==> config.mk <==
export PLATFORM = sky130hd
export DESIGN_NAME = tsph_in_stage
export DESIGN_NICKNAME = d
export VERILOG_FILES = /design/src/sv/tsph_pkg.sv /design/src/sv/tsph_in_stage.sv
export SDC_FILE = /design/constraint.sdc
export NUM_CORES = 1
export LEC_CHECK = 0
export BUFFER_PORTS_ARGS = -buffer_cell sky130_fd_sc_hd__buf_4
export CAP_MARGIN = 20
export CORE_AREA = 2 2 39 41
export DETAILED_ROUTE_END_ITERATION = 10
export DIE_AREA = 0 0 41 43
export PLACE_DENSITY = 0.6
export SYNTH_ARGS = -nofsm -noshare
export SYNTH_HDL_FRONTEND = slang
export SYNTH_SLANG_ARGS = --single-unit
==> constraint.sdc <==
create_clock -name clk -period 1.3 [get_ports clk]
set_clock_uncertainty 0.1 [all_clocks]
set_input_delay 0.13 -clock clk [delete_from_list [all_inputs] [get_ports clk]]
set_output_delay 0.13 -clock clk [all_outputs]
set_load 0.1 [all_outputs]
==> src/sv/tsph_pkg.sv <==
// ----------------------------------------------------------------------------
// tsph_pkg
// Constants, error codes and transfer types of the packet header parser.
// ----------------------------------------------------------------------------
package tsph_pkg;

    localparam logic [7:0] PACKET_SIZE = 8'd188;
    localparam logic [7:0] SYNC_BYTE   = 8'h47;
    localparam logic [7:0] STUFF_BYTE  = 8'hFF;

    localparam int unsigned PID_BITS      = 13;
    localparam int unsigned PCR_BASE_BITS = 33;
    localparam int unsigned PCR_EXT_BITS  = 9;
    localparam int unsigned PCR_BITS      = 42;

    localparam logic [1:0] ERR_OK      = 2'd0;
    localparam logic [1:0] ERR_SYNC    = 2'd1;
    localparam logic [1:0] ERR_STUFF   = 2'd2;
    localparam logic [1:0] ERR_OVERRUN = 2'd3;

    typedef struct packed {
        logic [7:0] data_byte;
        logic       first_of_packet;
    } in_item_t;

    typedef struct packed {
        logic [1:0]          error_code;
        logic [PID_BITS-1:0] pid;
        logic                payload_start;
        logic                transport_error;
        logic                priority_bit;
        logic [1:0]          scrambling;
        logic [1:0]          adaptation_control;
        logic [3:0]          continuity;
        logic [7:0]          af_flags;
        logic                pcr_valid;
        logic [PCR_BITS-1:0] pcr_value;
        logic [7:0]          payload_offset;
    } result_t;

endpackage

==> src/sv/tsph_in_stage.sv <==
// ----------------------------------------------------------------------------
// tsph_in_stage
// Input register: captures one byte transfer and holds it while the parser
// is blocked by a full, stalled result register.
// ----------------------------------------------------------------------------
module tsph_in_stage
(
    input  logic               clk,
    input  logic               rst_n,
    input  logic               in_valid,
    output logic               in_stall,
    input  logic [7:0]         data_byte,
    input  logic               first_of_packet,
    input  logic               hold,
    output logic               item_valid,
    output tsph_pkg::in_item_t item
);

    logic               valid_reg;
    logic               valid_next;
    tsph_pkg::in_item_t item_reg;
    logic               accept;

    assign in_stall   = valid_reg && hold;
    assign accept     = in_valid && !in_stall;
    assign valid_next = accept || (valid_reg && hold);

    always_ff @(posedge clk or negedge rst_n)
    begin
        if (!rst_n)
        begin
            valid_reg <= 1'b0;
        end
        else
        begin
            valid_reg <= valid_next;
        end
    end

    always_ff @(posedge clk)
    begin
        if (accept)
        begin
            item_reg.data_byte       <= data_byte;
            item_reg.first_of_packet <= first_of_packet;
        end
    end

    assign item_valid = valid_reg;
    assign item       = item_reg;

endmodule

==> results_dict.tcl, run 1 <==
set metrics [dict create \
    status "finished, violations left" \
    failed_checks "negative setup slack" \
    finalHoldViolations 0 \
    r2r_end "item[1]" \
    rsz0062_at_grt "true" \
    powerDensity_nw_per_um2 1251 \
    finalCritPeriodShare 1.001 \
    globalplace.congestion 0.5360 \
    drv_slew 0 \
    tns_ns -0.001001 \
    synth-simple-area-share 0.01953 \
    coreArea_um2 1384 \
    crit_type "flip-flop to output pin" \
    critPathMaxFanout 4 \
    cts_tree "done" \
    p_leak_nw 0.2898 \
    netlist_instances 13 \
    dr_total_vias 266 \
    boundaryPins 24 \
    grt_pass1_vias 294 \
    fp.dieH_um 43 \
    synthAdderAreaFrac 0 \
    min_from "hold" \
    ys_ff_latch 10 \
    antenna_found_initial 0 \
    layout_min_cycle_time_ns 1.301 \
    syn_nets 26 \
    worst_pin_slew_ns 0.3081 \
    track_usage 0.1056 \
    synth-xor-area-share 0 \
    slew_headroom 0.7941 \
    clk_latency_ns 0.25 \
    timing.fmax_mhz 768.6 \
    async_flop_share 0.1000 \
    drive_gt1_frac 0.5686 \
    rr_worst_depth 1 \
    startpoint_type "flip-flop" \
    post_cts_buffers 0 \
    overflow 0 \
    finalWorstSetupSlack_ns -0.001001 \
    dieWidth_um 41 \
    drt-pass1-iter-count 2 \
    grt_pass1_wl_mm 1.138 \
    hold_end "item_valid" \
    synth_top_family_by_area "compound AO/OA/AOI/OAI gates" \
    synth-seq-area-share 0.9219 \
    stdcell_area_um2 675.6 \
    synth.cell_area_um2 320.3 \
    synth.most_common_cell "edfxtp_1" \
    drt_iter0_drc 1 \
    whs_path_depth 2 \
    synth_ff_type "edfxtp_1" \
    fp-row-count 14 \
    cts_root_buffer "clkbuf_4" \
    avgRoutedWirePerCell_um 12.51 \
    finalNetCount 65 \
    die_area_um2 1763 \
    path_clk_slew_ns 0.06 \
    portBuffers 23 \
    yosys-top-cells-area "edfxtp_1 (84%), dfrtp_1 (7.8%), a21boi_2 (3.5%)" \
    htree_levels 1 \
    placed_area_um2 526.8 \
    clockBufferDepth 2 \
    synth_top_area_share 0.8438 \
    viasPerCell 3.970 \
    cp.arrival_ns 1.07 \
    fill_cells 125 \
    drtAntennaViolNets 0 \
    area_growth_pct 110.9 \
    post-place-ws_ns 0.07077 \
    initial_core_util 0.2315 \
    peakVddDrop_v 0.0006304 \
    largest_reg_flops 9 \
    r2r_setup_slack_ns 0.07 \
    cap_violations 0 \
    clkSinkCount 10 \
    diodes 0 \
    setup_violations 1 \
    r2r-start "item_valid" \
    synth_compound_gate_area_share 0.05859 \
    ys_types 5 \
    synthMuxAreaShare 0 \
    postSynthAreaPerCell_um2 24.64 \
    fin_util 0.4882 \
    p_total_w 0.0008455 \
    synth_largest_area_cell "edfxtp_1" \
    hp-class "primary input to flip-flop" \
    grt_max_degree 10 \
    cp.required_ns 1.07 \
    cp-end-kind "output pin" \
    wirelength_um 838 \
    cts_buffers 3 \
    yosysWarnings 0 \
    synth_commonest_cells "edfxtp_1 (9), a21boi_2 (1), a21o_1 (1), and2_1 (1), dfrtp_1 (1)" \
    synth-edff-count 9 \
    drc 0 \
]
how the worst max path moves through the flow:
stage / start / to / slack (ns) / cells after the start
6_report: item_valid / in_stall / -0.001 / 2
5_1_grt: item_valid / in_stall / -0.03 / 2
4_1_cts: item_valid / in_stall / -0.01 / 2
3_5_place_dp: item_valid / item[8] / 0.07 / 1
3_3_place_gp: item_valid / item[0] / 0.10 / 1
2_1_floorplan: item_valid / item[0] / -0.04 / 1
through the flow:
step | instances | hold slack [ns]
2_1_floorplan | 13 | -0.2656
3_3_place_gp | 52 | -0.1950
3_5_place_dp | 52 | -0.1935
4_1_cts | 67 | 0.01445
5_1_grt | 67 | 0.02738
6_report | 67 | 0.04408
logic make-up after synthesis:
group	after synthesis
AOI/OAI and AO/OA	2
DFF	10
and+or+nand+nor	1
layout make-up:
type                       instances  area, um^2  area share
sequential                        10       299.0      0.4426
clock buffer                       4       26.28     0.03889
timing repair buffer              34       295.3      0.4370
tap                               16       20.02     0.02963
multi-input combinational          3       35.03     0.05185
cell usage in the layout, fill, tap and decap left out:
master          n
edfxtp_1        9
a21o_1          1
and2_4          1
a21boi_4        1
buf_12          1
buf_4          22
clkbuf_4        3
clkbuf_1        1
dfrtp_4         1
dlygate4sd3_1  11
worst max-delay path, cell delays in order, from the launching register on:
cell	delay [ns]
dfrtp_4	0.50
and2_4	0.16
buf_12	0.16
per-layer routing:
metal  routed length [um]  part of all wire  track usage  up-vias
li1                     -                 -            -      126
met1                  261              0.31      0.07586      120
met2                  480              0.57       0.2063       20
met3                   97              0.12      0.03141        0
met4                    0                 0      0.06000        0
met5                    0                 0            0        -
report_power, final:
| part | internal (W) | switching, W | total (W) |
|---|---|---|---|
| clock | 0.000118 | 0.0000956 | 0.000214 |
| sequential | 0.000373 | 0.00000812 | 0.000382 |
| combinational | 0.0000806 | 0.000170 | 0.000250 |
timing repair:
item	in CTS	in global routing
gates resized for setup	3	0
pin swaps	1	0
endpoints found under the hold margin	11	0
hold buffers	11	0
setup endpoints to repair	1	2
No activity file was read; power rests on OpenSTA's default activity.
==> run 2: changes to the inputs <==
Settings changed: CORE_AREA 2 2 39 41 to 3 3 40 42, DIE_AREA 0 0 41 43 to 0 0 43 45.
==> results_dict.tcl, run 2 (same netlist as run 1, synthesis figures left out) <==
set metrics [dict create \
    powerDensity_nw_per_um2 1226 \
    cap_violations 0 \
    grt_pass1_vias 296 \
    r2r_end "item[6]" \
    p_clk_frac 0.249 \
    min_from "hold" \
    power.switching_w 0.0002719 \
    finalHoldViolations 0 \
    crit_family "flip-flops" \
    drv_slew 0 \
    track_usage 0.08868 \
    p_leak_nw 0.2987 \
    p_comb_frac 0.304 \
    hold_end "item_valid" \
    diodes 0 \
    placed_cells 51 \
    r2r-start "item_valid" \
    fp.dieH_um 45 \
    rr_worst_depth 2 \
    whs_path_depth 2 \
    hp-class "primary input to flip-flop" \
    path_clk_slew_ns 0.06 \
    drt_iter0_drc 0 \
    dr_total_vias 261 \
    multiInputGateArea_um2 35.03 \
    drc 0 \
    cp_slowest_cell "dfrtp_4" \
    cp.arrival_ns 1.06 \
    drt-pass1-iter-count 1 \
    cts_tree "done" \
    largest_reg_flops 9 \
    setup_violations 0 \
    clk_latency_ns 0.25 \
    drtAntennaViolNets 0 \
    path_depth 2 \
    critical_path.max_stage_delay_ns 0.50 \
    avgRoutedWirePerCell_um 12.10 \
    boundaryPins 24 \
    placed_area_um2 525.5 \
    coreArea_um2 1285 \
    fill_cells 111 \
    portBuffers 23 \
    path_cells "and2_4 -> buf_12" \
    cp.required_ns 1.07 \
    grt_max_degree 10 \
    clockBufferDepth 2 \
    timing.fmax_mhz 773.7 \
    grt_pass1_wl_mm 1.193 \
    mostFrequentLayoutCells "buf_4 (22), dlygate4sd3_1 (11), edfxtp_1 (9)" \
    finalNetCount 66 \
    wirelength_um 811 \
    worst-path-buf-inv 1 \
    area.sequential_um2 299.0 \
    viasPerCell 3.896 \
    final_common_cell "buf_4" \
    p_int_w 0.0005795 \
    p_sw_frac 0.3194 \
    clkSinkCount 10 \
    stdcell_area_um2 694.4 \
    antenna_found_initial 0 \
    cts_buffers 3 \
    peakVddDrop_v 0.0004479 \
    slew_headroom 0.8143 \
    initial_core_util 0.2493 \
    startpoint_type "flip-flop" \
    layout_min_cycle_time_ns 1.292 \
    r2r_setup_slack_ns 0.11 \
    htree_levels 1 \
    stdcell_count 67 \
    cts_root_buffer "clkbuf_4" \
    status "completed" \
    critPathMaxFanout 4 \
    worst_pin_slew_ns 0.2809 \
    dieWidth_um 43 \
    rsz0062_at_grt "true" \
    area_growth_pct 116.8 \
    die_area_um2 1935 \
    overflow 0 \
    power_frac_seq 0.447 \
    crit_type "flip-flop to output pin" \
    drive_gt1_frac 0.5769 \
    finalCritPeriodShare 0.9942 \
    fp-row-count 13 \
    globalplace.congestion 0.6819 \
    cp-end-kind "output pin" \
]
-- run 2: cell types whose count changed in the layout (fill, tap and decap cells not counted) --
cell	before	now
buf_12	1	2
-- run 2: worst max-delay path by stage --
stage / startpoint / end / slack, ns
2_1_floorplan: item_valid / item[0] / -0.04
3_3_place_gp: item_valid / item[1] / 0.1
3_5_place_dp: item_valid / item[7] / 0.04
4_1_cts: item_valid / in_stall / -0.004
5_1_grt: item_valid / in_stall / -0.02
6_report: item_valid / in_stall / 0.008
-- run 2: stage by stage --
| stage | setup WS (ns) | hold WS (ns) | utilization | total power [W] | TNS (ns) |
|---|---|---|---|---|---|
| floorplan | -0.03673 | -0.2656 | - | 0.0005425 | -0.3306 |
| global placement | 0.09523 | -0.1944 | 0.4090 | 0.0006018 | 0 |
| detailed placement | 0.03983 | -0.1920 | 0.4090 | 0.0006062 | 0 |
| CTS | -0.003836 | 0.01082 | 0.5248 | 0.0008544 | -0.003836 |
| global route | -0.01910 | 0.01471 | 0.5404 | 0.0008848 | -0.01910 |
| finish | 0.007532 | 0.01868 | 0.5404 | 0.0008514 | 0 |
-- run 2: area by class of cell --
cell class	count	share of cell area
flip-flops and latches	10	0.4306
well taps	15	0.02703
repair buffers	35	0.4541
clock buffers	4	0.03784
multi-input cells	3	0.05045
-- run 2: metal layers --
layer,vias up,part of all wire,track usage
li1,129,-,-
met1,113,0.30,0.07035
met2,17,0.58,0.1796
met3,2,0.12,0.03187
met4,0,0.0086,0.05422
met5,-,0,0
-- run 2: what timing repair did --
item	4_1_cts	5_1_grt
endpoints found under the hold margin	11	0
pin swaps	1	0
buffers inserted	0	1
gates resized for setup	3	0
hold buffers	11	0
setup endpoints to repair	1	5
-- run 2: power groups by stage --
stage | Combinational (W) | Clock [W] | Sequential, W
5_1_grt | 0.000266 | 0.000236 | 0.000383
3_5_place_dp | 0.000218 | 0 | 0.000388
3_3_place_gp | 0.000215 | 0 | 0.000387
2_1_floorplan | 0.0000298 | 0 | 0.000513
4_1_cts | 0.000252 | 0.000222 | 0.000381
6_report | 0.000259 | 0.000212 | 0.000381
==> run 3: changes to the inputs <==
Settings changed: CTS_BUF_LIST set to sky130_fd_sc_hd__clkbuf_4 sky130_fd_sc_hd__clkbuf_8.
==> results_dict.tcl, run 3 (same netlist as run 1, synthesis figures left out) <==
set metrics [dict create \
    fp-row-count 13 \
    path_cells "and2_4 -> buf_12" \
    drt-pass1-iter-count 2 \
    grt_max_degree 10 \
    startpoint_type "flip-flop" \
    diodes 0 \
    status "completed" \
    avgRoutedWirePerCell_um 11.91 \
    die_area_um2 1935 \
    portBuffers 23 \
    dieWidth_um 43 \
    dr_total_vias 257 \
    fin_util 0.5278 \
    area_growth_pct 111.7 \
    powerDensity_nw_per_um2 1270 \
    critical_path.max_stage_delay_ns 0.50 \
    viasPerCell 3.894 \
    worst_pin_slew_ns 0.3145 \
    track_usage 0.08446 \
    post-place-ws_ns 0.03983 \
    cts_buffers 3 \
    clockBufferDepth 2 \
    wirelength_um 786 \
    rsz0062_at_grt "true" \
    path_clk_slew_ns 0.06 \
    fp.dieH_um 45 \
    critPathMaxFanout 4 \
    finalWorstSetupSlack_ns 0.007310 \
    slew_headroom 0.7898 \
    cp_slowest_cell "dfrtp_4" \
    drt_iter0_drc 2 \
    clkSinkCount 10 \
    largest_reg_flops 9 \
    layout_min_cycle_time_ns 1.293 \
    crit_type "flip-flop to output pin" \
    finalNetCount 65 \
    htree_levels 1 \
    peakVddDrop_v 0.0004531 \
    p_leak_nw 0.2932 \
    whs_ns 0.01817 \
    finalHoldViolations 0 \
    cts_root_buffer "clkbuf_4" \
    antenna_found_initial 0 \
    cap_violations 0 \
    initial_core_util 0.2493 \
    post_cts_buffers 0 \
    overflow 0 \
    cts_tree "done" \
    drtAntennaViolNets 0 \
    globalplace.congestion 0.6819 \
    cp.required_ns 1.07 \
    final_common_cell "buf_4" \
    cp-end-kind "output pin" \
    coreArea_um2 1285 \
    timing.fmax_mhz 773.6 \
    boundaryPins 24 \
    clk_latency_ns 0.25 \
    cp.arrival_ns 1.06 \
    finalCritPeriodShare 0.9944 \
    drc 0 \
    setup_violations 0 \
    hp-class "primary input to flip-flop" \
    drv_slew 0 \
    grt_pass1_vias 302 \
    drive_gt1_frac 0.5882 \
    mostFrequentLayoutCells "buf_4 (22), dlygate4sd3_1 (11), edfxtp_1 (9)" \
    grt_pass1_wl_mm 1.159 \
]
==> run 3: changes by cell type in the layout (fill, tap and decap cells not counted), sizes merged <==
cell | before | now
buf | 24 | 23
==> run 3: repair_timing <==
action                     in CTS  in global routing
pin swaps                       1                  0
setup endpoints to repair       1                  1
gates resized for setup         3                  0
hold endpoints to repair       11                  0
hold buffers                   11                  0
==> run 3: metrics by stage <==
stage,total power (W),std cells,TNS [ns],cell area (um^2)
3_5_place_dp,0.0006062,51,0,525.5
6_report,0.0008612,66,0,678.2
2_1_floorplan,0.0005425,13,-0.3306,334.1
4_1_cts,0.0008751,66,-0.003826,678.2
5_1_grt,0.0008948,66,-0.01821,678.2
3_3_place_gp,0.0006018,51,0,525.5
==> run 3: final timing paths <==
check	depth (start not counted)	startpoint	slack [ns]	to
min	2	hold	0.02	item_valid
max reg2reg	1	item_valid	0.07	item[6]
max in group asynchronous	2	rst_n	0.90	item_valid
min in group asynchronous	2	rst_n	0.11	item_valid
min reg2reg	1	item_valid	0.48	item_valid
max	2	item_valid	0.007	in_stall
==> run 3: metal layers <==
metal / up-vias / wire, um / GRT usage
met4: 0 / 0 / 0.03614
met3: 0 / 94 / 0.03187
met1: 113 / 230 / 0.06281
li1: 127 / - / -
met5: - / 0 / 0
met2: 17 / 461 / 0.1826
==> run 3: where the power goes <==
part	leakage, nW	switching, W	total [W]	internal [W]
sequential	0.0959	0.00000739	0.000381	0.000373
clock	0.0184	0.0000928	0.000232	0.000139
combinational	0.179	0.000168	0.000249	0.0000805
total	0.293	0.000269	0.000861	0.000593
==> run 3: critical path: cells and delay by family, from the launching register on <==
family                 cells  cell delay (ns)
AND/OR/NAND/NOR            1             0.16
buffers and inverters      1             0.16
flip-flops                 1             0.50
==> run 3: cell type report <==
type | instances | area, um^2
well taps | 15 | 18.77
fillers | 112 | 606.8
flip-flops and latches | 10 | 299.0
clock buffers | 4 | 30.03
multi-input cells | 3 | 35.03
repair buffers | 34 | 295.3
