$ cat src/sv/tsph_pkg.sv
// ----------------------------------------------------------------------------
// tsph_pkg
// Constants, error codes and transfer types of the packet header parser.
// ----------------------------------------------------------------------------
package tsph_pkg;

    localparam logic [7:0] PACKET_SIZE = 8'd188;
    localparam logic [7:0] SYNC_BYTE   = 8'h47;
    localparam logic [7:0] STUFF_BYTE  = 8'hFF;

    localparam int unsigned PID_BITS      = 13;
    localparam int unsigned PCR_BASE_BITS = 33;
    localparam int unsigned PCR_EXT_BITS  = 9;
    localparam int unsigned PCR_BITS      = 42;

    localparam logic [1:0] ERR_OK      = 2'd0;
    localparam logic [1:0] ERR_SYNC    = 2'd1;
    localparam logic [1:0] ERR_STUFF   = 2'd2;
    localparam logic [1:0] ERR_OVERRUN = 2'd3;

    typedef struct packed {
        logic [7:0] data_byte;
        logic       first_of_packet;
    } in_item_t;

    typedef struct packed {
        logic [1:0]          error_code;
        logic [PID_BITS-1:0] pid;
        logic                payload_start;
        logic                transport_error;
        logic                priority_bit;
        logic [1:0]          scrambling;
        logic [1:0]          adaptation_control;
        logic [3:0]          continuity;
        logic [7:0]          af_flags;
        logic                pcr_valid;
        logic [PCR_BITS-1:0] pcr_value;
        logic [7:0]          payload_offset;
    } result_t;

endpackage

$ cat src/sv/tsph_out_stage.sv
// ----------------------------------------------------------------------------
// tsph_out_stage
// Result register: holds one packet summary until the consumer takes it.
// ----------------------------------------------------------------------------
module tsph_out_stage
(
    input  logic              clk,
    input  logic              rst_n,
    input  logic              load,
    input  tsph_pkg::result_t result_in,
    output logic              out_valid,
    input  logic              out_stall,
    output tsph_pkg::result_t result
);

    logic              valid_reg;
    logic              valid_next;
    tsph_pkg::result_t result_reg;

    // hold while stalled, drop once taken
    assign valid_next = load || (valid_reg && out_stall);

    always_ff @(posedge clk or negedge rst_n)
    begin
        if (!rst_n)
        begin
            valid_reg <= 1'b0;
        end
        else
        begin
            valid_reg <= valid_next;
        end
    end

    always_ff @(posedge clk)
    begin
        if (load)
        begin
            result_reg <= result_in;
        end
    end

    assign out_valid = valid_reg;
    assign result    = result_reg;

endmodule

$ cat config.mk
export PLATFORM = sky130hd
export DESIGN_NAME = tsph_out_stage
export DESIGN_NICKNAME = d
export VERILOG_FILES = /design/src/sv/tsph_pkg.sv /design/src/sv/tsph_out_stage.sv
export SDC_FILE = /design/constraint.sdc
export NUM_CORES = 1
export LEC_CHECK = 0
export ABC_AREA = 1
export BUFFER_PORTS_ARGS = -buffer_cell sky130_fd_sc_hd__buf_4
export CAP_MARGIN = 15
export CELL_PAD_IN_SITES_DETAIL_PLACEMENT = 1
export CELL_PAD_IN_SITES_GLOBAL_PLACEMENT = 1
export CORE_ASPECT_RATIO = 0.6
export CORE_UTILIZATION = 36
export CTS_BUF_LIST = sky130_fd_sc_hd__clkbuf_8
export CTS_CLUSTER_DIAMETER = 150
export DETAILED_ROUTE_END_ITERATION = 8
export PLACE_DENSITY = 0.84
export SETUP_SLACK_MARGIN = 0.02
export SLEW_MARGIN = 20
export SYNTH_ARGS = -nofsm -noshare
export SYNTH_HDL_FRONTEND = slang
export SYNTH_SLANG_ARGS = --single-unit
$ cat constraint.sdc
create_clock -name clk -period 0.85 [get_ports clk]
set_input_delay 0.17 -clock clk [delete_from_list [all_inputs] [get_ports clk]]
set_output_delay 0.17 -clock clk [all_outputs]
set_load 0.02 [all_outputs]
==> qor.log, run 1 <==
[yosys] dominant synthesized flop cell sky130_fd_sc_hd__edfxtp_1
[cts] level count of the clock H-tree 3
[floorplanning] starting density of the core 38.0%
[placed_design] placer congestion estimate 0.727
[status] last stage reached clock tree synthesis (4_1_cts)
[yosys] portion of the post-synthesis area used by sequential elements 99.6%
[yosys] number of synthesized register bits 86
[yosys] top cells by count, synth sky130_fd_sc_hd__edfxtp_1, sky130_fd_sc_hd__nand2_1, sky130_fd_sc_hd__dfrtp_1, sky130_fd_sc_hd__inv_1
[floorplanning] DIE WIDTH 111 um
[yosys] count of mapped cells out of synthesis 89
[yosys] synthesized area per cell 29.1 um^2
[cts] number of instances resized during post-cts repair 86
[status] result of the run did not finish
[yosys] net count after synthesis 178
[floorplanning] die height 67.7 um
[placed_design] quantity of I/O buffers inserted on ports 174
[yosys] largest cells by area after synthesis sky130_fd_sc_hd__edfxtp_1, sky130_fd_sc_hd__dfrtp_1, sky130_fd_sc_hd__nand2_1
[yosys] post-synthesis cell type count 4
[yosys] area leader, netlist sky130_fd_sc_hd__edfxtp_1
[cts] hold buffers post-CTS 87
[yosys] cell area after synthesis 2590 um^2
[status] Error Message [ERROR DPL-0033] detailed placement checks failed during check placement.
[yosys] most used standard cell by instance count after synthesis sky130_fd_sc_hd__edfxtp_1
[yosys] fraction of post-synthesis cell area in the top cell type by area 98.6%
[cts] sinks on the clock net 86
[yosys] number of enable-type register cells in the synthesized netlist 85
[floorplanning] Boundary Pins 175
[cts] buffer count from post-CTS setup fixing 0
[yosys] number of warnings printed during yosys synthesis 0
[cts] worst-case clock buffer depth 2
[yosys] asr flop ratio synth 1.16%
[floorplanning] std cell rows 23
[placed_design] post-DP HPWL 5530 um
[cts] Num CTS Buffers 9
[cts] clock tree root buffer cell sky130_fd_sc_hd__clkbuf_8
## per-stage QoR
stage / setup TNS [ns] / hold WS (ns) / setup WS (ns) / area, um^2 / std cells
after detailed placement: -0.355 / -0.0511 / -0.0139 / 4070 / 354
after floorplan: 0 / -0.126 / 0.174 / 2590 / 89
after global placement: 0 / -0.0544 / 0.00909 / 4070 / 354
## kinds of logic after synthesis
| logic type | Yosys count | share of synthesized area [%] |
|---|---|---|
| DFF | 86 | 99.6 |
| and+or+nand+nor | 2 | 0.290 |
| buffers and inverters | 1 | 0.145 |
==> inputs of run 2 (changes only) <==
- CELL_PAD_IN_SITES_DETAIL_PLACEMENT: 1 -> unset
- CELL_PAD_IN_SITES_GLOBAL_PLACEMENT: 1 -> unset
- CORE_ASPECT_RATIO: 0.6 -> unset
- CORE_UTILIZATION: 36 -> 30
- CTS_BUF_LIST: sky130_fd_sc_hd__clkbuf_8 -> unset
- CTS_CLUSTER_DIAMETER: 150 -> unset
- PLACE_DENSITY: 0.84 -> unset
- PLACE_DENSITY_LB_ADDON: unset -> 0.15
- SETUP_SLACK_MARGIN: 0.02 -> unset
==> run 2 against run 1 <==
The flow now finishes, with violations (negative setup slack). Synthesized cell count stayed put. Synthesized area stayed put.
==> qor.log, run 2 <==
[pwr] clock power share 27.7%
[yosys] number of synthesized register bits 86 [unchanged]
[global_route] maximum number of pins on one net before global-route repair 37
[placed_design] minimum setup slack after placement -0.0185 ns [-0.00460 ns]
[setup_path] CP required 0.68 ns
[floorplanning] area of the placeable core 8300 um^2
[floorplanning] Boundary Pins 175 [unchanged]
[timing] achievable frequency 923 MHz
[yosys] largest cells by area after synthesis sky130_fd_sc_hd__edfxtp_1, sky130_fd_sc_hd__dfrtp_1, sky130_fd_sc_hd__nand2_1
[yosys] fraction of post-synthesis cell area in the top cell type by area 98.6% [unchanged]
[min_path] kind of path behind the tightest hold check input port to flop
[pwr] static leakage power 2.29 nW
[yosys] number of enable-type register cells in the synthesized netlist 85 [unchanged]
[yosys] cell area after synthesis 2590 um^2 [unchanged]
[setup_path] Crit Path Class flop to output port
[timing] time the final worst path needs with I/O delays and setup 1.08 ns
[layout] post-route cell area 5460 um^2
[cts] level count of the clock H-tree 3 [unchanged]
[yosys] net count after synthesis 178 [unchanged]
[timing] setup violation total in the final timing report 86
[cts] sinks on the clock net 86 [unchanged]
[routing] average wire length per cell after detail routing 14.2 um
[yosys] top cells by count, synth sky130_fd_sc_hd__edfxtp_1, sky130_fd_sc_hd__nand2_1, sky130_fd_sc_hd__dfrtp_1, sky130_fd_sc_hd__inv_1
[global_route] antenna violations before repair 0
[floorplanning] std cell rows 33 [+43%]
[setup_path] CP arrival 0.91 ns
[layout] final standard cell utilization of the core 65.8%
[cts] clock tree root buffer cell sky130_fd_sc_hd__clkbuf_8
[cts] Num CTS Buffers 9 [unchanged]
[timing] count of pins over their slew limit 0
[pwr] switching power 0.00226 W
[placed_design] placer congestion estimate 0.664 [-8.7%]
[status] result of the run finished with violations
[setup_path] number of cells on the worst reg-to-reg path 3
[placed_design] Placement Cell Area 4080 um^2 [+0.25%]
[setup_path] Worst Setup End Kind output port
[setup_path] count of cell instances traversed by the critical path 1
[flow_run] Max-cap violations 0
[pwr] proportion of total power due to net switching 23.2%
[layout] commonest cells after routing, fill and taps aside sky130_fd_sc_hd__buf_4, sky130_fd_sc_hd__dlygate4sd3_1, sky130_fd_sc_hd__buf_6
[layout] fraction of final layout cells with drive strength greater than 1 52.2%
[layout] diodes inserted 0
[placed_design] quantity of I/O buffers inserted on ports 174 [unchanged]
[setup_path] CP Cell Sequence buf_6
[yosys] number of warnings printed during yosys synthesis 0 [unchanged]
[cts] clk slew on worst S/H paths 0.08 ns
[routing] ratio of routed vias to standard cells 4.06
[pwr] total power divided by cell area 1790 nW/um^2
[cts] clock tree from TritonCTS done
[yosys] area leader, netlist sky130_fd_sc_hd__edfxtp_1
[routing] TritonRoute pass-1 iters 4
[yosys] synthesized area per cell 29.1 um^2 [unchanged]
[setup_path] critical path startpoint category flop
[routing] DRC Markers 0
[timing] setup tns final -16.31 ns
[floorplanning] die height 94.9 um [+40%]
[setup_path] delay contributed by the slowest stage of the critical path 0.42 ns
[global_route] via count of the first global-routing pass 2074
[routing] routed via count 1928
[floorplanning] DIE WIDTH 94.9 um [-15%]
[setup_path] family with the most delay on the worst path flip-flops
[global_route] all-layer global routing usage 14.9%
[setup_path] number of buffers and inverters on the critical path 1
[timing] actual transition at the worst max-transition pin 0.205 ns
[layout] area added between synthesis and finish 111%
[min_path] Worst Hold Path Cells 3
[global_route] sum of overflow across all layers after global routing 0
[setup_path] largest driver fanout on the critical path 1
[pwr] highest ir drop seen on vdd 0.953 mV
[cts] worst-case clock buffer depth 2 [unchanged]
[yosys] post-synthesis cell type count 4 [unchanged]
[layout] Total Nets Final 454
[global_route] global-route wire length before repair 9570 um
[pwr] cell internal power dissipation 0.00750 W
[setup_path] highest-delay cell along the critical path sky130_fd_sc_hd__edfxtp_1
[timing] Worst Clk Skew 0 ns
[layout] most frequent standard cell in the layout excluding fill and tap cells sky130_fd_sc_hd__buf_4
[yosys] asr flop ratio synth 1.16% [unchanged]
[yosys] portion of the post-synthesis area used by sequential elements 99.6% [unchanged]
[routing] DR iter-0 viols 27
[floorplanning] starting density of the core 31.2% [-6.8 points]
[pwr] Seq pwr share 53.1%
[timing] headroom to the max-slew limit 86.4%
[placed_design] post-DP HPWL 4040 um [-27%]
[pwr] combinational group share of total power 19.2%
[timing] final number of hold-violating endpoints 0
[yosys] dominant synthesized flop cell sky130_fd_sc_hd__edfxtp_1
[routing] final wirelength 6760 um
[layout] flip-flop count of the largest register, all copies and words added 85
[cts] later-pin clock latency in the skew report 0.33 ns
[timing] ratio of final minimum period to clock period 127%
[timing] RSZ-0062 raised after global routing true
[timing] setup ws final -0.233 ns
[yosys] most used standard cell by instance count after synthesis sky130_fd_sc_hd__edfxtp_1
[floorplanning] Die Footprint 9000 um^2
[status] failing checks negative setup slack
[yosys] count of mapped cells out of synthesis 89 [unchanged]
[routing] remaining antenna violation count after routing 0
==> run 2: cell type report <==
| type | count | area [um^2] |
|---|---|---|
| inverters | 1 | 3.75 |
| multi-input cells | 2 | 7.51 |
| fillers | 571 | 2840 |
| well taps | 105 | 131 |
| repair buffers | 265 | 2550 |
| flip-flops and latches | 86 | 2580 |
| clock buffers | 10 | 128 |
| clock inverters | 6 | 61.3 |
==> run 2: kinds of logic after synthesis <==
logic type	after synthesis	share of synthesized area, %
buf+inv	1	0.145
flops	86	99.6
simple gates	2	0.290
==> run 2: power groups by stage <==
stage	logic (W)	registers (W)	clock network (W)
2_1_floorplan	0.00000325	0.00565	0
3_3_place_gp	0.00135	0.00521	0
3_5_place_dp	0.00135	0.00521	0
4_1_cts	0.00185	0.00518	0.00283
6_report	0.00187	0.00519	0.00271
5_1_grt	0.00197	0.00522	0.00298
==> run 2: metal layers <==
layer,wire [um],part of all wire [%],GRT usage (%)
met3,849,13,7.89
met2,3480,51,24.9
met5,0,0,0
met4,98,1.4,7.20
met1,2340,35,15.1
==> run 2: metrics by stage <==
stage               cells  total power (W)  hold slack (ns)
global route          475           0.0102           0.0545
CTS                   474          0.00986           0.0138
floorplan              89          0.00566           -0.126
finish                475          0.00977           0.0491
detailed placement    372          0.00657          -0.0542
global placement      372          0.00655          -0.0540
==> run 2: final timing paths <==
path                       slack (ns)          to       start
setup / recovery                -0.23  result[79]  result[79]
setup reg to reg                 0.10   out_valid   out_valid
hold reg to reg                  0.61   out_valid   out_valid
min in group asynchronous        0.15   out_valid       rst_n
max in group asynchronous        0.62   out_valid       rst_n
hold / removal                   0.05   out_valid   out_stall
==> run 2: repair_timing <==
item,CTS,global route
hold endpoints to repair,86,0
buffers inserted,0,1
hold buffers,86,0
pin swaps,0,0
resized for setup,79,7
endpoints found under the setup margin,86,86
(Power assumes the default switching activity.)
==> inputs of run 3 (changes only) <==
- CORE_UTILIZATION: 30 -> 40
- PLACE_DENSITY: unset -> 0.77
- PLACE_DENSITY_LB_ADDON: 0.15 -> unset
==> run 3 against run 2 <==
The flow still finishes with violations (negative setup slack). Critical path depth unchanged. Worst hold slack worse by 0.0035 ns. Clock skew unchanged. Utilization up 23 points. Total power up 0.95%. Sequential power up 1%. Final cell count down 6.1%. Routed wire length up 56%.
==> qor.log, run 3 (same netlist as run 2, synthesis figures left out) <==
[cts] Num CTS Buffers 9 [unchanged]
[status] failing checks negative setup slack
[setup_path] critical path startpoint category flop
[global_route] via count of the first global-routing pass 2451 [+18%]
[layout] final standard cell utilization of the core 89.2% [+23 points]
[layout] flip-flop count of the largest register, all copies and words added 85 [unchanged]
[floorplanning] Boundary Pins 175 [unchanged]
[setup_path] delay contributed by the slowest stage of the critical path 0.45 ns [+0.03 ns]
[pwr] sum of internal, switching and leakage power 0.00986 W [+0.95%]
[layout] fraction of final layout cells with drive strength greater than 1 52.4% [+0.27 points]
[layout] area added between synthesis and finish 110%
[global_route] sum of overflow across all layers after global routing 0 [unchanged]
[cts] later-pin clock latency in the skew report 0.34 ns [about the same]
[layout] Total Nets Final 454 [unchanged]
[layout] most frequent standard cell in the layout excluding fill and tap cells sky130_fd_sc_hd__buf_4
[cts] clock tree from TritonCTS done
[pwr] total power divided by cell area 1810 nW/um^2 [+1.4%]
[floorplanning] DIE WIDTH 82.4 um [-13%]
[routing] TritonRoute pass-1 iters 4 [unchanged]
[placed_design] Placement Cell Area 4070 um^2 [-0.31%]
[timing] time the final worst path needs with I/O delays and setup 1.14 ns [+0.0532 ns]
[routing] final wirelength 10500 um [+56%]
[timing] headroom to the max-slew limit 90.1% [+3.8 points]
[pwr] static leakage power 2.29 nW [about the same]
[placed_design] minimum setup slack after placement -0.00788 ns [+0.0106 ns]
[setup_path] highest-delay cell along the critical path sky130_fd_sc_hd__edfxtp_1
[global_route] antenna violations before repair 1 [+1]
[setup_path] family with the most delay on the worst path flip-flops
[timing] worst-case hold slack 0.0456 ns [-0.00345 ns]
[min_path] kind of path behind the tightest hold check input port to flop
[setup_path] CP Cell Sequence buf_6
[layout] storage element area 2580 um^2 [unchanged]
[timing] setup violation total in the final timing report 86 [unchanged]
[setup_path] Worst Setup End Kind output port
[cts] clk slew on worst S/H paths 0.10 ns [+0.02 ns]
[placed_design] quantity of I/O buffers inserted on ports 174 [unchanged]
[routing] DR iter-0 viols 102 [+280%]
[routing] ratio of routed vias to standard cells 4.74 [+17%]
[timing] ratio of final minimum period to clock period 134% [+6.3 points]
[setup_path] Crit Path Class flop to output port
[floorplanning] starting density of the core 42.5% [+11 points]
[pwr] highest ir drop seen on vdd 1.63 mV [+71%]
[setup_path] largest driver fanout on the critical path 1 [unchanged]
[placed_design] post-DP HPWL 4840 um [+20%]
[timing] setup ws final -0.286 ns [-0.0532 ns]
[floorplanning] Die Footprint 6800 um^2 [-25%]
[setup_path] CP required 0.68 ns [about the same]
[floorplanning] std cell rows 28 [-15%]
[layout] area used by multi-input combinational logic 7.51 um^2 [unchanged]
[routing] DRC Markers 0 [unchanged]
[cts] clock tree root buffer cell sky130_fd_sc_hd__clkbuf_8
[timing] Worst Clk Skew 0 ns [unchanged]
[cts] sinks on the clock net 86 [unchanged]
[flow_run] Max-cap violations 0 [unchanged]
[status] result of the run finished with violations
[setup_path] CP arrival 0.97 ns [+0.06 ns]
[routing] routed via count 2115 [+9.7%]
[setup_path] number of buffers and inverters on the critical path 1 [unchanged]
[layout] commonest cells after routing, fill and taps aside sky130_fd_sc_hd__buf_4, sky130_fd_sc_hd__dlygate4sd3_1, sky130_fd_sc_hd__buf_6
[cts] level count of the clock H-tree 3 [unchanged]
[global_route] global-route wire length before repair 14400 um [+51%]
[timing] final number of hold-violating endpoints 0 [unchanged]
[timing] RSZ-0062 raised after global routing true
[timing] achievable frequency 880 MHz [-4.7%]
[floorplanning] area of the placeable core 6100 um^2 [-27%]
[timing] actual transition at the worst max-transition pin 0.148 ns [-0.0565 ns]
[routing] average wire length per cell after detail routing 23.6 um [+66%]
[layout] post-route cell area 5440 um^2 [-0.48%]
[layout] number of filler cells placed in the layout 210 [-63%]
[timing] count of pins over their slew limit 0 [unchanged]
[routing] remaining antenna violation count after routing 0 [unchanged]
[cts] worst-case clock buffer depth 2 [unchanged]
[placed_design] placer congestion estimate 0.716 [+7.8%]
[global_route] maximum number of pins on one net before global-route repair 27 [-27%]
[floorplanning] die height 82.4 um [-13%]
[global_route] all-layer global routing usage 32.8% [+18 points]
==> run 3: routing by layer <==
layer | up-vias | GRT usage, % | routed length, um
met3 | 22 | 11.8 | 884
met5 | - | 0 | 0
met1 | 1044 | 38.1 | 3820
met4 | 0 | 15.4 | 273
li1 | 908 | - | -
met2 | 141 | 54.3 | 5550
==> run 3: through the flow <==
step	std cells	TNS, ns
floorplan	89	0
global placement	342	0
detailed placement	342	-0.168
CTS	444	-19.06
global route	446	-22.47
finish	446	-19.73
==> run 3: power by group <==
part / total [W] / switching [W] / internal (W)
registers: 0.00524 / 0.000201 / 0.00504
logic: 0.00199 / 0.000862 / 0.00113
clock network: 0.00263 / 0.00156 / 0.00107
==> run 3: final timing paths <==
path,depth (start not counted),to,slack (ns),start
min in group asynchronous,2,out_valid,0.15,rst_n
max in group asynchronous,2,out_valid,0.62,rst_n
max reg2reg,3,out_valid,0.09,out_valid
max,1,result[34],-0.29,result[34]
min reg2reg,3,out_valid,0.64,out_valid
min,3,out_valid,0.05,out_stall
==> run 3: layout make-up <==
type / instances / share of cell area [%]
antenna: 1 / 0.0460
inverter: 1 / 0.0691
tap: 75 / 1.73
clock buffer: 9 / 2.28
multi-input combinational: 2 / 0.138
clock inverter: 7 / 0.898
timing repair buffer: 265 / 47.4
sequential: 86 / 47.4
==> run 3: repair_timing <==
action | 4_1_cts | 5_1_grt
resized for setup | 81 | 5
setup buffers | 0 | 1
pin swaps | 0 | 0
endpoints found under the setup margin | 86 | 86
endpoints found under the hold margin | 86 | 0
cloned | 0 | 0
hold buffers | 86 | 0
==> inputs of run 4 (changes only) <==
- CTS_BUF_LIST: unset -> sky130_fd_sc_hd__clkbuf_4
- PLACE_DENSITY: 0.77 -> 0.76
==> run 4 against run 3 <==
The run still ends with negative setup slack left. Non-clock buffer count grew 2. Final area is 0.25% lower. Clock power is 7% higher. Utilization fell by 0.23 points. Sequential share of layout area up 0.12 points. Global-route usage decreased by 2.3 points. Final cell count unchanged. Register-to-register slack gained 0.10 ns. Combinational power is essentially flat. Routed wire length is 4.5% lower. Largest power group unchanged.
==> qor.log, run 4 (same netlist as run 2, synthesis figures left out) <==
[layout] flip-flop count of the largest register, all copies and words added 85 [unchanged]
[setup_path] largest driver fanout on the critical path 1 [unchanged]
[layout] commonest cells after routing, fill and taps aside sky130_fd_sc_hd__buf_4, sky130_fd_sc_hd__dlygate4sd3_1, sky130_fd_sc_hd__buf_6
[min_path] terminating pin of the worst hold path result[40]
[placed_design] placer congestion estimate 0.699 [-2.4%]
[timing] count of pins over their slew limit 0 [unchanged]
[cts] Num CTS Buffers 9 [unchanged]
[min_path] start point of the worst min-delay path load
[global_route] all-layer global routing usage 30.5% [-2.3 points]
[routing] remaining antenna violation count after routing 0 [unchanged]
[setup_path] setup slack, reg-to-reg 0.19 ns [+0.10 ns]
[routing] DR iter-0 viols 159 [+56%]
[layout] post-route cell area 5420 um^2 [-0.25%]
[placed_design] cell total after placement 344 [+0.58%]
[timing] RSZ-0062 raised after global routing true
[setup_path] CP Cell Sequence buf_6
[routing] DRC Markers 0 [unchanged]
[flow_run] Max-cap violations 0 [unchanged]
[min_path] Worst Hold Path Cells 1 [-2]
[setup_path] Crit Path Class flop to output port
[floorplanning] std cell rows 28 [unchanged]
[timing] worst-case hold slack 0.0705 ns [+0.0249 ns]
[floorplanning] Die Footprint 6800 um^2 [unchanged]
[routing] average wire length per cell after detail routing 22.5 um [-4.5%]
[setup_path] highest-delay cell along the critical path sky130_fd_sc_hd__edfxtp_1
[setup_path] Reg-to-Reg Start out_valid
[global_route] antenna violations before repair 0 [-1]
[placed_design] post-DP HPWL 4780 um [-1.3%]
[cts] level count of the clock H-tree 3 [unchanged]
[pwr] sum of internal, switching and leakage power 0.0100 W [+1.5%]
[timing] achievable frequency 826 MHz [-6.2%]
[cts] clock tree from TritonCTS done
[routing] TritonRoute pass-1 iters 4 [unchanged]
[timing] ratio of final minimum period to clock period 142% [+8.8 points]
[layout] Total Nets Final 456 [+0.44%]
[setup_path] critical path startpoint category flop
[placed_design] quantity of I/O buffers inserted on ports 174 [unchanged]
[timing] actual transition at the worst max-transition pin 0.173 ns [+0.0245 ns]
[layout] diodes inserted 0 [-1]
[floorplanning] DIE WIDTH 82.4 um [unchanged]
[layout] Non-Filler Instances 446 [unchanged]
[timing] Worst Clk Skew 0 ns [unchanged]
[setup_path] number of cells on the worst reg-to-reg path 2 [-1]
[setup_path] family with the most delay on the worst path flip-flops
[cts] clock tree root buffer cell sky130_fd_sc_hd__clkbuf_4
[cts] later-pin clock latency in the skew report 0.40 ns [+0.06 ns]
[setup_path] CP arrival 1.04 ns [+0.07 ns]
[placed_design] Placement Cell Area 4060 um^2 [-0.25%]
[pwr] static leakage power 2.29 nW [-0.11%]
[timing] setup violation total in the final timing report 86 [unchanged]
[floorplanning] Boundary Pins 175 [unchanged]
[layout] area added between synthesis and finish 109%
[cts] worst-case clock buffer depth 2 [unchanged]
[setup_path] delay contributed by the slowest stage of the critical path 0.46 ns [about the same]
[pwr] total power divided by cell area 1850 nW/um^2 [+1.8%]
[setup_path] Crit Reg-Reg Endpoint out_valid
[routing] ratio of routed vias to standard cells 4.65 [-1.9%]
[status] result of the run finished with violations
[timing] final number of hold-violating endpoints 0 [unchanged]
[global_route] global-route wire length before repair 13300 um [-7.6%]
[setup_path] Worst Setup End Kind output port
[routing] routed via count 2075 [-1.9%]
[pwr] highest ir drop seen on vdd 1.81 mV [+11%]
[timing] setup ws final -0.361 ns [-0.0750 ns]
[floorplanning] area of the placeable core 6100 um^2 [unchanged]
[timing] time the final worst path needs with I/O delays and setup 1.21 ns [+0.0750 ns]
[floorplanning] die height 82.4 um [unchanged]
[setup_path] CP required 0.68 ns [about the same]
[global_route] maximum number of pins on one net before global-route repair 31 [+15%]
[layout] most frequent standard cell in the layout excluding fill and tap cells sky130_fd_sc_hd__buf_4
[global_route] via count of the first global-routing pass 2192 [-11%]
[global_route] sum of overflow across all layers after global routing 0 [unchanged]
[status] failing checks negative setup slack
[timing] headroom to the max-slew limit 88.5% [-1.6 points]
[layout] fraction of final layout cells with drive strength greater than 1 51.8% [-0.68 points]
[setup_path] number of buffers and inverters on the critical path 1 [unchanged]
[min_path] kind of path behind the tightest hold check input port to flop
[cts] sinks on the clock net 86 [unchanged]
[cts] clk slew on worst S/H paths 0.14 ns [+0.04 ns]
[routing] final wirelength 10100 um [-4.5%]
[floorplanning] starting density of the core 42.5% [unchanged]
==> run 4: what timing repair did <==
item / CTS / global route
setup buffers: 0 / 0
gates cloned: 0 / 0
hold buffers: 87 / 0
resized for setup: 81 / 5
hold endpoints to repair: 87 / 0
setup endpoints to repair: 86 / 86
==> run 4: stage by stage <==
| stage | worst slack [ns] | setup TNS, ns | utilization, % |
|---|---|---|---|
| floorplan | 0.174 | 0 | - |
| global placement | -0.0164 | -0.571 | 66.6 |
| detailed placement | -0.0209 | -0.962 | 66.6 |
| CTS | -0.330 | -25.31 | 88.6 |
| global route | -0.411 | -30.43 | 88.9 |
| finish | -0.361 | -25.77 | 88.9 |
==> run 4: worst max-delay path by stage <==
stage	to	slack, ns	cells past startpoint	startpoint
3_3_place_gp	result[39]	-0.02	2	load
2_1_floorplan	out_valid	0.17	2	out_valid
5_1_grt	result[70]	-0.41	1	result[70]
3_5_place_dp	result[24]	-0.02	2	load
6_report	result[70]	-0.36	1	result[70]
4_1_cts	result[79]	-0.33	1	result[79]
==> run 4: layer usage <==
metal  track usage, %  routed length, um
met1             32.6               3370
met2             54.4               5490
met3             9.67                918
met4             14.2                280
met5                0                  0
==> run 4: area by class of cell <==
| type | count | area (um^2) |
|---|---|---|
| clock inverters | 6 | 101 |
| flip-flops and latches | 86 | 2580 |
| repair buffers | 267 | 2570 |
| well taps | 75 | 93.8 |
| fillers | 226 | 674 |
| multi-input cells | 2 | 7.51 |
| clock buffers | 9 | 67.6 |
| inverters | 1 | 3.75 |
==> run 4: worst register-to-register path, delay by kind of cell, from the launching register on <==
family / cells / cell delay [ns]
DFF: 1 / 0.42
and+or+nand+nor: 2 / 0.13
==> run 4: where the power goes <==
part,internal [W],total (W),switching [W]
combinational,0.00112,0.00196,0.000838
clock,0.00145,0.00282,0.00137
sequential,0.00504,0.00523,0.000194
